<file path="config.mk">
export PLATFORM = sky130hd
export DESIGN_NAME = base64_run_decoder_flat
export DESIGN_NICKNAME = d
export VERILOG_FILES = /design/src/design/b64rd_pkg.sv /design/src/design/b64rd_char_if.sv /design/src/design/b64rd_res_if.sv /design/src/design/b64rd_cfg_if.sv /design/src/design/b64rd_group.sv /design/src/design/base64_run_decoder.sv /design/src/flat_wrapper.sv
export SDC_FILE = /design/constraint.sdc
export NUM_CORES = 1
export LEC_CHECK = 0
export BUFFER_PORTS_ARGS = -buffer_cell sky130_fd_sc_hd__clkbuf_2
export CAP_MARGIN = 20
export CORE_MARGIN = 3
export CORE_UTILIZATION = 60
export CTS_BUF_LIST = sky130_fd_sc_hd__clkbuf_8
export DETAILED_ROUTE_END_ITERATION = 10
export PLACE_DENSITY_LB_ADDON = 0.05
export SLEW_MARGIN = 10
export SYNTH_ARGS = -nofsm -noshare
export SYNTH_HDL_FRONTEND = slang
export SYNTH_SLANG_ARGS = --single-unit
</file>
<file path="constraint.sdc">
create_clock -name clk_i -period 3.44 [get_ports clk_i]
set_input_delay 0.344 -clock clk_i [delete_from_list [all_inputs] [get_ports clk_i]]
set_output_delay 0.344 -clock clk_i [all_outputs]
set_load 0.01 [all_outputs]
</file>
<file path="src/design/b64rd_pkg.sv">
// Shared types, codes and the character classifier of the base64 run decoder.
package b64rd_pkg;

  typedef enum logic [1:0] {
    KIND_DIGIT,
    KIND_PAD,
    KIND_SPACE,
    KIND_BAD
  } kind_e;

  localparam logic [1:0] ERR_NONE       = 2'd0;
  localparam logic [1:0] ERR_ILLEGAL    = 2'd1;
  localparam logic [1:0] ERR_EARLY_PAD  = 2'd2;
  localparam logic [1:0] ERR_INCOMPLETE = 2'd3;

  typedef struct packed {
    kind_e      kind;
    logic [5:0] val;
  } sym_t;

  // Results of one request: up to three bytes, entry 0 delivered first.
  typedef struct packed {
    logic [1:0]      count;
    logic [1:0]      err;
    logic [2:0][7:0] bytes;
  } res_t;

  function automatic sym_t classify(input logic [7:0] c);
    sym_t s;
    logic [7:0] off;
    s.kind = KIND_BAD;
    s.val  = 6'd0;
    off    = 8'd0;
    if (c >= 8'h41 && c <= 8'h5A) begin
      off    = c - 8'h41;
      s.kind = KIND_DIGIT;
      s.val  = off[5:0];
    end else if (c >= 8'h61 && c <= 8'h7A) begin
      off    = c - 8'h61 + 8'd26;
      s.kind = KIND_DIGIT;
      s.val  = off[5:0];
    end else if (c >= 8'h30 && c <= 8'h39) begin
      off    = c - 8'h30 + 8'd52;
      s.kind = KIND_DIGIT;
      s.val  = off[5:0];
    end else if (c == 8'h2B) begin
      s.kind = KIND_DIGIT;
      s.val  = 6'd62;
    end else if (c == 8'h2F) begin
      s.kind = KIND_DIGIT;
      s.val  = 6'd63;
    end else if (c == 8'h3D) begin
      s.kind = KIND_PAD;
    end else if (c == 8'h20 || (c >= 8'h09 && c <= 8'h0D)) begin
      s.kind = KIND_SPACE;
    end
    return s;
  endfunction

endpackage

</file>
<file path="src/design/b64rd_char_if.sv">
// Input channel: one character per request.
interface b64rd_char_if;
  logic       valid;
  logic       ready;
  logic [7:0] char_code;
  logic       end_of_span;

  modport source (output valid, char_code, end_of_span, input ready);
  modport sink (input valid, char_code, end_of_span, output ready);
endinterface

</file>
<file path="src/design/b64rd_res_if.sv">
// Output channel: one decoded byte or error per request.
interface b64rd_res_if;
  logic       valid;
  logic       ready;
  logic [7:0] data_byte;
  logic [1:0] error_code;
  logic       last_of_item;

  modport source (output valid, data_byte, error_code, last_of_item, input ready);
  modport sink (input valid, data_byte, error_code, last_of_item, output ready);
endinterface

</file>
<file path="src/design/b64rd_cfg_if.sv">
// Configuration channel: writes the decode mode register.
interface b64rd_cfg_if;
  logic valid;
  logic ready;
  logic decode_base64;

  modport source (output valid, decode_base64, input ready);
  modport sink (input valid, decode_base64, output ready);
endinterface

</file>
<file path="src/design/b64rd_group.sv">
// Group state of the decoder and the per-character decode into result bytes.
module b64rd_group
  import b64rd_pkg::*;
(
  input  logic       clk_i,
  input  logic       rst_ni,
  input  logic       fire_i,
  input  logic       decode_i,
  input  logic [7:0] char_i,
  input  logic       eos_i,
  output res_t       res_o
);

  logic [5:0] d0_q, d1_q, d2_q, d0_d, d1_d, d2_d;
  logic       pad2_q, pad2_d;
  logic [1:0] cnt_q, cnt_d;
  sym_t       sym;

  always_comb begin
    sym          = classify(char_i);
    d0_d         = d0_q;
    d1_d         = d1_q;
    d2_d         = d2_q;
    pad2_d       = pad2_q;
    cnt_d        = cnt_q;
    res_o.count  = 2'd0;
    res_o.err    = ERR_NONE;
    res_o.bytes  = '0;
    if (!decode_i) begin
      res_o.count    = 2'd1;
      res_o.bytes[0] = char_i;
    end else begin
      case (sym.kind)
        KIND_BAD: begin
          res_o.count = 2'd1;
          res_o.err   = ERR_ILLEGAL;
        end
        KIND_SPACE: begin
          if (eos_i && cnt_q != 2'd0) begin
            res_o.count = 2'd1;
            res_o.err   = ERR_INCOMPLETE;
          end
        end
        KIND_DIGIT, KIND_PAD: begin
          if (sym.kind == KIND_PAD && cnt_q < 2'd2) begin
            res_o.count = 2'd1;
            res_o.err   = ERR_EARLY_PAD;
          end else if (cnt_q == 2'd3) begin
            res_o.bytes[0] = {d0_q, d1_q[5:4]};
            res_o.bytes[1] = {d1_q[3:0], d2_q[5:2]};
            res_o.bytes[2] = {d2_q[1:0], sym.val};
            if (pad2_q) begin
              res_o.count = 2'd1;
            end else if (sym.kind == KIND_PAD) begin
              res_o.count = 2'd2;
            end else begin
              res_o.count = 2'd3;
            end
          end else begin
            cnt_d = cnt_q + 2'd1;
            case (cnt_q)
              2'd0:    d0_d = sym.val;
              2'd1:    d1_d = sym.val;
              default: begin
                d2_d   = sym.val;
                pad2_d = (sym.kind == KIND_PAD);
              end
            endcase
            if (eos_i) begin
              res_o.count = 2'd1;
              res_o.err   = ERR_INCOMPLETE;
            end
          end
        end
        default: begin
          res_o.count = 2'd0;
        end
      endcase
      // Every result in decode mode closes the open group.
      if (res_o.count != 2'd0 || (sym.kind == KIND_SPACE && eos_i)) begin
        d0_d   = 6'd0;
        d1_d   = 6'd0;
        d2_d   = 6'd0;
        pad2_d = 1'b0;
        cnt_d  = 2'd0;
      end
    end
  end

  always_ff @(posedge clk_i or negedge rst_ni) begin
    if (!rst_ni) begin
      d0_q   <= 6'd0;
      d1_q   <= 6'd0;
      d2_q   <= 6'd0;
      pad2_q <= 1'b0;
      cnt_q  <= 2'd0;
    end else if (fire_i) begin
      d0_q   <= d0_d;
      d1_q   <= d1_d;
      d2_q   <= d2_d;
      pad2_q <= pad2_d;
      cnt_q  <= cnt_d;
    end
  end

endmodule

</file>
<file path="src/design/base64_run_decoder.sv">
// Base64 run decoder: one character per request in, one byte or error per request out.
// A character is captured in the input register and decoded once the result register is
// free; its first result is then offered from the result register.
// Throughput: one character per cycle while each gives at most one result and the output
// takes it; a completed group holds the result register until all its bytes are taken.
// Reset clears the open group and the result register and selects base64 decode mode.
module base64_run_decoder
  import b64rd_pkg::*;
(
  input  logic         clk_i,
  input  logic         rst_ni,
  b64rd_char_if.sink   char_i,
  b64rd_res_if.source  result_o,
  b64rd_cfg_if.sink    cfg_i
);

  logic            decode_q;
  logic            in_vld_q;
  logic [7:0]      in_char_q;
  logic            in_eos_q;
  logic [1:0]      rem_q, rem_d;
  logic [1:0]      err_q, err_d;
  logic [2:0][7:0] bytes_q, bytes_d;
  logic            pop, buf_free, advance, in_acc;
  res_t            res;

  assign cfg_i.ready = 1'b1;

  always_ff @(posedge clk_i or negedge rst_ni) begin
    if (!rst_ni) begin
      decode_q <= 1'b1;
    end else if (cfg_i.valid) begin
      decode_q <= cfg_i.decode_base64;
    end
  end

  assign pop          = result_o.valid && result_o.ready;
  assign buf_free     = (rem_q == 2'd0) || (pop && rem_q == 2'd1);
  assign advance      = in_vld_q && buf_free;
  assign char_i.ready = !in_vld_q || advance;
  assign in_acc       = char_i.valid && char_i.ready;

  always_ff @(posedge clk_i or negedge rst_ni) begin
    if (!rst_ni) begin
      in_vld_q <= 1'b0;
    end else if (char_i.ready) begin
      in_vld_q <= char_i.valid;
    end
  end

  always_ff @(posedge clk_i) begin
    if (in_acc) begin
      in_char_q <= char_i.char_code;
      in_eos_q  <= char_i.end_of_span;
    end
  end

  b64rd_group u_group (
    .clk_i    (clk_i),
    .rst_ni   (rst_ni),
    .fire_i   (advance),
    .decode_i (decode_q),
    .char_i   (in_char_q),
    .eos_i    (in_eos_q),
    .res_o    (res)
  );

  always_comb begin
    rem_d   = rem_q;
    err_d   = err_q;
    bytes_d = bytes_q;
    if (advance) begin
      rem_d   = res.count;
      err_d   = res.err;
      bytes_d = res.bytes;
    end else if (pop) begin
      rem_d   = rem_q - 2'd1;
      bytes_d = {8'h00, bytes_q[2:1]};
    end
  end

  always_ff @(posedge clk_i or negedge rst_ni) begin
    if (!rst_ni) begin
      rem_q <= 2'd0;
    end else begin
      rem_q <= rem_d;
    end
  end

  always_ff @(posedge clk_i) begin
    err_q   <= err_d;
    bytes_q <= bytes_d;
  end

  assign result_o.valid        = (rem_q != 2'd0);
  assign result_o.data_byte    = bytes_q[0];
  assign result_o.error_code   = err_q;
  assign result_o.last_of_item = (rem_q == 2'd1);

  a_err_single : assert property (@(posedge clk_i) disable iff (!rst_ni)
    (result_o.valid && err_q != ERR_NONE) |-> (rem_q == 2'd1))
    else $error("error result is not the only result of its character");

  a_err_zero : assert property (@(posedge clk_i) disable iff (!rst_ni)
    (result_o.valid && err_q != ERR_NONE) |-> (bytes_q[0] == 8'h00))
    else $error("error result carries a nonzero byte");

  a_drain : assert property (@(posedge clk_i) disable iff (!rst_ni)
    (pop && rem_q > 2'd1) |=> (result_o.valid && !$past(advance)))
    else $error("pending results lost while draining a group");

  a_hold_input : assert property (@(posedge clk_i) disable iff (!rst_ni)
    (in_vld_q && !advance) |=> (in_vld_q && $stable(in_char_q)))
    else $error("held character changed before it was decoded");

endmodule
</file>
<file path="src/flat_wrapper.sv">
// flat-port wrapper written by rule: the top's interface ports become plain ports
module base64_run_decoder_flat import b64rd_pkg::*;
  (clk_i, rst_ni, char_i_valid, char_i_char_code, char_i_end_of_span, char_i_ready, result_o_valid, result_o_data_byte, result_o_error_code, result_o_last_of_item, result_o_ready, cfg_i_valid, cfg_i_decode_base64, cfg_i_ready);
  b64rd_char_if char_i_i ();
  b64rd_res_if result_o_i ();
  b64rd_cfg_if cfg_i_i ();
  input  logic clk_i;
  input  logic rst_ni;
  input wire logic [$bits(char_i_i.valid)-1:0] char_i_valid;
  input wire logic [$bits(char_i_i.char_code)-1:0] char_i_char_code;
  input wire logic [$bits(char_i_i.end_of_span)-1:0] char_i_end_of_span;
  output wire logic [$bits(char_i_i.ready)-1:0] char_i_ready;
  output wire logic [$bits(result_o_i.valid)-1:0] result_o_valid;
  output wire logic [$bits(result_o_i.data_byte)-1:0] result_o_data_byte;
  output wire logic [$bits(result_o_i.error_code)-1:0] result_o_error_code;
  output wire logic [$bits(result_o_i.last_of_item)-1:0] result_o_last_of_item;
  input wire logic [$bits(result_o_i.ready)-1:0] result_o_ready;
  input wire logic [$bits(cfg_i_i.valid)-1:0] cfg_i_valid;
  input wire logic [$bits(cfg_i_i.decode_base64)-1:0] cfg_i_decode_base64;
  output wire logic [$bits(cfg_i_i.ready)-1:0] cfg_i_ready;
  assign char_i_i.valid = char_i_valid;
  assign char_i_i.char_code = char_i_char_code;
  assign char_i_i.end_of_span = char_i_end_of_span;
  assign char_i_ready = char_i_i.ready;
  assign result_o_valid = result_o_i.valid;
  assign result_o_data_byte = result_o_i.data_byte;
  assign result_o_error_code = result_o_i.error_code;
  assign result_o_last_of_item = result_o_i.last_of_item;
  assign result_o_i.ready = result_o_ready;
  assign cfg_i_i.valid = cfg_i_valid;
  assign cfg_i_i.decode_base64 = cfg_i_decode_base64;
  assign cfg_i_ready = cfg_i_i.ready;
  base64_run_decoder u_core (.clk_i(clk_i), .rst_ni(rst_ni), .char_i(char_i_i), .result_o(result_o_i), .cfg_i(cfg_i_i));
endmodule
</file>
---- After elaboration in Yosys (flattened, before gate mapping) ----
Index checks and enable logic that the tools add are counted.
storage, ports and cells
  output and inout port bits .............. 14
  flip-flop bits (word level) ............. 60
  input port bits ......................... 15
  logic and storage cells ................. 126
operators by class
  reduce and logical (&&, ||, !) cells .... 32
  mux-type cells .......................... 51
  equal/unequal tests ..................... 13
  $lt $le $gt $ge ......................... 9
  add/sub/neg operators ................... 7
operators by type and width
  operator                                                                number
  24-bit 2-to-1 mux                                                       5
  6-bit 2-to-1 mux                                                        16
  8-bit 2-to-1 mux                                                        5
  8-bit by 6-bit equality test with 1-bit output (second input constant)  4
  2-bit 2-to-1 mux                                                        12
  6-bit AND reduction                                                     3
  8-bit by 7-bit >= comparator with 1-bit output (second input constant)  2
  8-bit by 7-bit <= comparator with 1-bit output (second input constant)  2
  16-bit 2-to-1 mux                                                       1
  2-bit nonzero test                                                      7
  4-bit case mux with 3 select lines                                      1
  6-bit subtractor (second input constant)                                2
  1-bit logical AND                                                       11
  8-bit by 4-bit >= comparator with 1-bit output (second input constant)  1
  8-bit by 6-bit >= comparator with 1-bit output (second input constant)  1
  8-bit by 4-bit <= comparator with 1-bit output (second input constant)  1
  8-bit by 6-bit <= comparator with 1-bit output (second input constant)  1
  4-bit 2-to-1 mux                                                        2
  1-bit 2-to-1 mux                                                        7
  6-bit by 5-bit adder with 6-bit output (second input constant)          1
  6-bit adder (second input constant)                                     1
  2-bit by 1-bit equality test with 1-bit output (second input constant)  3
  2-bit equality test (second input constant)                             3
  2-bit zero test                                                         3
  other kinds (10)                                                        17

---- Depth between registers and ports, before layout ----
Gate-level depths: netlist of the first run.
  word-level depth ........................ 21
  mapped depth ............................ 12

---- Modules after synthesis ----
From an unflattened synthesis of the first run, not the netlist that was laid out.
second synthesis, totals
  cells, all modules ...................... 318
  area, all modules ....................... 3606.0 um2
modules (own cells, without submodules)
  module              seq. area each (um2)  cells an instance  area an instance (um2)  times used
  b64rd_group         525.5                 222                1943.1                  1
  base64_run_decoder  1152.4                96                 1662.8                  1

---- Worst setup path after synthesis of the first run ----
OpenSTA, ideal clock, no wires.
  path kind ............................... register to register
  start point ............................. register u_core.in_char_q[0]
  end point ............................... register u_core.bytes_q[10] in the netlist's numbering, data pin
  cell stages (with the launch flop) ...... 12
  clock period less this slack ............ 3.035 ns
  buffers on the path ..................... 2
  slack ................................... 0.405 ns
  arrival time ............................ 2.778 ns
  setup time .............................. 0.256 ns
  cell sequence ........................... edfxtp_1 clkbuf_1 inv_1 ha_1 or3b_2 a22oi_1 a311o_1 nand4_1 o211ai_1 nor2_1 clkbuf_1 a22o_1
RTL lines
  what                    line                      text
  start, declared         base64_run_decoder.sv:19  logic [7:0] in_char_q;
  start signal, assigned  base64_run_decoder.sv:53  in_char_q <= char_i.char_code;
  end signal, assigned    base64_run_decoder.sv:92  bytes_q <= bytes_d;
  end, declared           base64_run_decoder.sv:23  logic [2:0][7:0] bytes_q, bytes_d;

==> results.json, run 1 <==
{
  "status": "completed",
  "cts_tree": "yes",
  "setup_viol": 0,
  "ff_latch_area_um2": 1680,
  "slew_headroom_pct": 51.0,
  "cts.sinks": 60,
  "power_mw": 2.85,
  "endpoint_kind": "flop",
  "gp_congestion": 0.960,
  "start_kind": "flop",
  "ys_types": 60,
  "grt_overflow": 0,
  "core_um2": 5240,
  "stdcell_count": 411,
  "port_buffers": 27,
  "cap_violations": 0,
  "first_pass_iters": 7,
  "rr_endpoint": "u_core.bytes_q[14]",
  "r2r_slack_ps": 320,
  "multiInputGateArea_um2": 1470,
  "antenna_found_initial": 0,
  "num_io_pins": 29,
  "final_common_cell": "edfxtp_1",
  "synth_edf_count": 35,
  "fillCellCount": 382,
  "power_leakage_nw": 1.56,
  "seq_area_frac_synth_pct": 50.3,
  "dp_hpwl_um": 5390,
  "synthCells": 304,
  "wire_per_inst_um": 19.0,
  "row_count": 26,
  "ys.flop_type": "edfxtp_1",
  "placed_cells": 392,
  "die_w_um": 80.5,
  "drt_wl_total_um": 7820,
  "fmax_ghz": 0.321,
  "cp_data_required_time_ps": 3550,
  "min_path_type": "input pin to async pin",
  "grt_pass1_wl_um": 12800,
  "final_cell_mix": "edfxtp_1 (35), clkbuf_2 (28), nor2_1 (24), a22o_1 (24), dfrtp_1 (24)",
  "ctsRootBufferMaster": "clkbuf_8",
  "drc": 0,
  "fin_crit_sh_pct": 90.7,
  "die-height_um": 80.5,
  "r2r-start": "u_core.in_char_q[0]",
  "final.setup.tns_ps": 0,
  "grt_pass1_vias": 2539,
  "syn_area_per_cell_um2": 11.0,
  "drive_gt1_share_pct": 20.8,
  "yosys_warnings": 0,
  "worstPathArrival_ps": 3230,
  "insertion_delay_ps": 350,
  "tightest_slew_ps": 728,
  "num_antenna_cells": 0,
  "clock_path_buffers": 2,
  "fin_nets": 366,
  "reg2regPathDepth": 10,
  "synth_seq_cells": 60,
  "ir_drop_mv": 0.478,
  "drtIter0Drc": 278,
  "worst-setup-path-type": "flop to flop",
  "postSynth.asyncResetShare_pct": 41.7,
  "die_area_um2": 6490,
  "finalHoldViolCount": 0,
  "rsz0062_at_grt": "no",
  "final_util_pct": 71.8,
  "vias_per_cell": 6.38,
  "drv_slew": 0,
  "track_usage_pct": 26.7,
  "grt_max_degree": 29,
  "h-tree-depth": 3,
  "synth_fp_nets": 334,
  "cp_max_fo": 14,
  "critPathLaunch": "u_core.in_char_q[0]",
  "stdcell_area_um2": 3760,
  "clkSlewWorstSetupHoldPaths_ps": 70,
  "power.density_nw_per_um2": 757,
  "period_minus_slack_ps": 3120,
  "place_area_um2": 3520,
  "start_util_pct": 63.6,
  "cts_buffers": 9,
  "skew_ps": 8.42,
  "cp-endpoint": "u_core.bytes_q[14]",
  "ant_nets": 0,
  "area_growth_pct": 12.8,
  "synthesis.area_um2": 3330,
  "vias": 2621
}
-- flip-flops by register name, summed over array words and instances (netlist names), 2 cells and up --
name,flops
u_core.u_group.cnt_q,2
u_core.result_o.error_code,2
u_core.in_char_q,8
u_core.rem_q,2
u_core.u_group.d2_q,6
u_core.u_group.d1_q,6
u_core.result_o.data_byte,8
u_core.u_group.d0_q,6
u_core.bytes_q,16
-- through the flow --
step / setup slack (ps) / hold WS (ps)
final: 321 / 19.3
after global routing: 129 / 60.9
after CTS: 154 / 29.9
after global placement: 318 / 396
after floorplan: 405 / 48.4
after detailed placement: 200 / 407
-- cell type report --
cell class                      instances  area share [%]
Sequential cell                        60            44.6
Multi-Input combinational cell        207            39.0
Timing Repair Buffer                   44            6.92
Clock buffer                            9            3.29
Clock inverter                          7            2.46
Tap cell                               70            2.33
Inverter                               14            1.40
-- timing repair --
action,in CTS,in global routing
endpoints found under the setup margin,0,11
hold buffers,0,0
gates resized for setup,0,1
buffers inserted,0,2
-- cells in the mapped netlist (8+ instances only) --
master,n,area share (%)
edfxtp_1,35,32
dfrtp_1,24,18
ha_1,15,5.6
buf_4,9,2.0
nand2_1,11,1.2
a21oi_1,18,2.7
nor2_1,24,2.7
clkbuf_1,10,1.1
a32oi_1,8,2.1
o21ai_0,12,1.8
and2_1,9,1.7
inv_1,13,1.5
nor3_1,8,1.2
a22o_1,24,6.3
-- how the worst min path moves through the flow --
stage	startpoint	to
final	rst_ni	u_core.rem_q[1]
after global routing	rst_ni	u_core.u_group.d2_q[5]
after CTS	rst_ni	u_core.rem_q[1]
after detailed placement	rst_ni	u_core.in_vld_q
after global placement	rst_ni	u_core.in_vld_q
after floorplan	rst_ni	u_core.in_vld_q
-- kinds of logic after synthesis --
logic type	share of synthesized area, %
DFF	50.3
xor gates and xnor gates	1.05
adders and majority gates	5.63
buffers and inverters	5.71
and+or+nand+nor	13.4
AOI/OAI and AO/OA	23.1
other	0.113
muxes	0.676
-- routing by layer --
layer,global-route usage (%),vias up,wire length (µm)
met4,11.5,0,238
met3,7.06,27,692
met1,35.8,1219,3260
met5,0,-,0
met2,40.9,161,3630
li1,-,1214,-
-- power by group --
group	total (mW)	switching [mW]	internal, mW
registers	1.13	0.109	1.02
logic	1.02	0.635	0.389
clock network	0.692	0.288	0.404
total	2.85	1.03	1.82
-- critical path, cell delays in order (launching register included) --
cell and delay, ps:
edfxtp_1 390, buf_4 190, ha_1 240, or3b_2 450, a22oi_1 180, a311o_1 170
nand4_1 180, o211ai_1 560, nor2_1 100, buf_4 210, a22o_1 200
Power figures use the tool's default switching activity.
==> inputs of run 2 (changes only) <==
--- a/config.mk
+++ b/config.mk
@@ -5,6 +5,7 @@
 export SDC_FILE = /design/constraint.sdc
 export NUM_CORES = 1
 export LEC_CHECK = 0
+export ABC_AREA = 1
 export BUFFER_PORTS_ARGS = -buffer_cell sky130_fd_sc_hd__clkbuf_2
 export CAP_MARGIN = 20
 export CORE_MARGIN = 3
==> run 2 against run 1 <==
  * Synthesized area grew 5.8%
  * Sequential share of layout area shrank 0.82 points
  * First-iteration DRC count shrank 42%
  * Non-clock buffer count shrank 16
  * Sequential cell count is the same
  * Clock skew shrank 0.58 ps
  * Final cell count grew 17%
  * Power grew 11%
  * Fmax grew 4.6%
  * Register-to-register slack gained 140 ps
  * Largest power group unchanged
  * Highest routed layer unchanged
==> results.json, run 2 <==
{
  "post-cts-setup-buffers": 0,
  "vias": 2660,
  "postSynth.asyncResetShare_pct": 41.7,
  "start_kind": "flop",
  "critPathLaunch": "u_core.in_char_q[1]",
  "min_path_type": "input pin to async pin",
  "skew_ps": 7.84,
  "drv_slew": 0,
  "fin_ws_ps": 459,
  "grt_pass1_wl_um": 12000,
  "insertion_delay_ps": 350,
  "antenna_found_initial": 0,
  "die_w_um": 82.7,
  "synth_fp_nets": 409,
  "rr_endpoint": "u_core.bytes_q[18]",
  "largest_reg_flops": 16,
  "die_area_um2": 6830,
  "worst-setup-path-type": "flop to flop",
  "ys_top_cells_by_count": "nand2_1 (95), edfxtp_1 (35), inv_1 (30)",
  "ctsRootBufferMaster": "clkbuf_8",
  "dp_hpwl_um": 5690,
  "r2r_slack_ps": 460,
  "cap_violations": 0,
  "wire_per_inst_um": 15.7,
  "ir_drop_mv": 0.491,
  "grt_pass1_vias": 2325,
  "num_antenna_cells": 0,
  "synth_top_area_share_pct": 29.8,
  "synth_seq_cells": 60,
  "cts_hold_buf": 0,
  "period_minus_slack_ps": 2980,
  "gp_congestion": 0.916,
  "ant_nets": 0,
  "vias_per_cell": 5.55,
  "synth_edf_count": 35,
  "row_count": 27,
  "fmax_ghz": 0.335,
  "reg2regPathDepth": 12,
  "first_pass_iters": 5,
  "synth_most_common_cell": "nand2_1",
  "synthesis.area_um2": 3530,
  "status": "completed",
  "pre_cts_slack_ps": 509,
  "syn_area_per_cell_um2": 9.30,
  "endpoint_kind": "flop",
  "setup_viol": 0,
  "fin_crit_sh_pct": 86.6,
  "synth_area_leaders": "edfxtp_1 (30%), dfrtp_1 (17%), nand2_1 (10%)",
  "cp-endpoint": "u_core.bytes_q[18]",
  "area_growth_pct": 8.62,
  "core_um2": 5610,
  "drive_gt1_share_pct": 20.6,
  "seq_area_frac_synth_pct": 47.6,
  "drc": 0,
  "rsz0062_at_grt": "no",
  "cts.sinks": 60,
  "track_usage_pct": 24.4,
  "synthCells": 379,
  "power.density_nw_per_um2": 827,
  "synth_area_leader_cell": "edfxtp_1",
  "grt_max_degree": 29,
  "fin_nets": 432,
  "clkSlewWorstSetupHoldPaths_ps": 70,
  "r2r-start": "u_core.in_char_q[1]",
  "die-height_um": 82.7,
  "finalHoldViolCount": 0,
  "final_common_cell": "nand2_1",
  "cts_tree": "yes",
  "multiInputGateArea_um2": 1600,
  "h-tree-depth": 3,
  "drtIter0Drc": 162,
  "drt_wl_total_um": 7530,
  "final.setup.tns_ps": 0,
  "port_buffers": 27,
  "yosys_warnings": 0,
  "ff_latch_area_um2": 1680,
  "grt_overflow": 0,
  "power_leakage_nw": 1.76,
  "cts_buffers": 9,
  "cp_data_required_time_ps": 3650,
  "slew_headroom_pct": 33.2,
  "num_io_pins": 29,
  "fillCellCount": 442,
  "ys.flop_type": "edfxtp_1",
  "ys_types": 43,
  "post_cts_resize_count": 0,
  "final_cell_mix": "nand2_1 (95), edfxtp_1 (35), inv_1 (31)",
  "worstPathArrival_ps": 3190,
  "clock_path_buffers": 2,
  "tightest_slew_ps": 1000,
  "regMostFlops": "u_core.bytes_q",
  "cp_max_fo": 16,
  "start_util_pct": 62.9
}
-- run 2: worst min path at each step --
stage | start | end | slack, ps | cells after the start
after floorplan | rst_ni | u_core.in_vld_q | 50 | 0
after global placement | rst_ni | u_core.in_vld_q | 390 | 1
after detailed placement | rst_ni | u_core.in_vld_q | 390 | 1
after CTS | rst_ni | u_core.u_group.d0_q[0] | 20 | 1
after global routing | rst_ni | u_core.in_vld_q | 30 | 1
final | rst_ni | u_core.in_vld_q | 10 | 1
-- run 2: kinds of logic after synthesis --
logic type	synth area share, %
fa+ha+maj	5.32
buf+inv	7.10
flops	47.6
other cells	0.106
simple gates	27.5
xor+xnor	0.994
compound gates	11.4
-- run 2: critical path, stage by stage (launching register included) --
cell and delay (ps):
edfxtp_1 540, inv_1 270, ha_1 300, nand2_1 70, inv_1 110, nor2_1 60, nand3_1 100, nand3_2 180
nand3_4 190, nand3_1 130, nor2_2 450, inv_1 260, nor2_1 150
-- run 2: report_power, final --
group | switching [mW] | total, mW | internal, mW
clock | 0.287 | 0.567 | 0.280
combinational | 0.857 | 1.26 | 0.404
sequential | 0.181 | 1.34 | 1.16
total | 1.32 | 3.17 | 1.84
-- run 2: area by class of cell --
type                            instances  area share (%)
Clock buffer                           10            3.59
Timing Repair Buffer                   28            3.72
Inverter                               38            3.85
Tap cell                               72            2.35
Clock inverter                          6           0.947
Multi-Input combinational cell        265            41.7
Sequential cell                        60            43.8
-- run 2: layer usage --
metal | vias up | track usage [%] | wire (µm)
met3 | 13 | 6.51 | 622
li1 | 1325 | - | -
met2 | 102 | 34.4 | 3190
met5 | - | 0 | 0
met4 | 0 | 8.33 | 121
met1 | 1220 | 36.0 | 3600
-- run 2: per-stage QoR --
stage	power, mW	instances	instance area [µm²]	utilization [%]	hold WS [ps]
floorplan	2.30	379	3530	-	48.4
global placement	2.58	463	3660	65.2	391
detailed placement	2.61	463	3660	65.2	392
CTS	3.18	479	3830	68.3	22.3
global route	3.39	479	3830	68.3	25.5
finish	3.17	479	3830	68.3	12.6
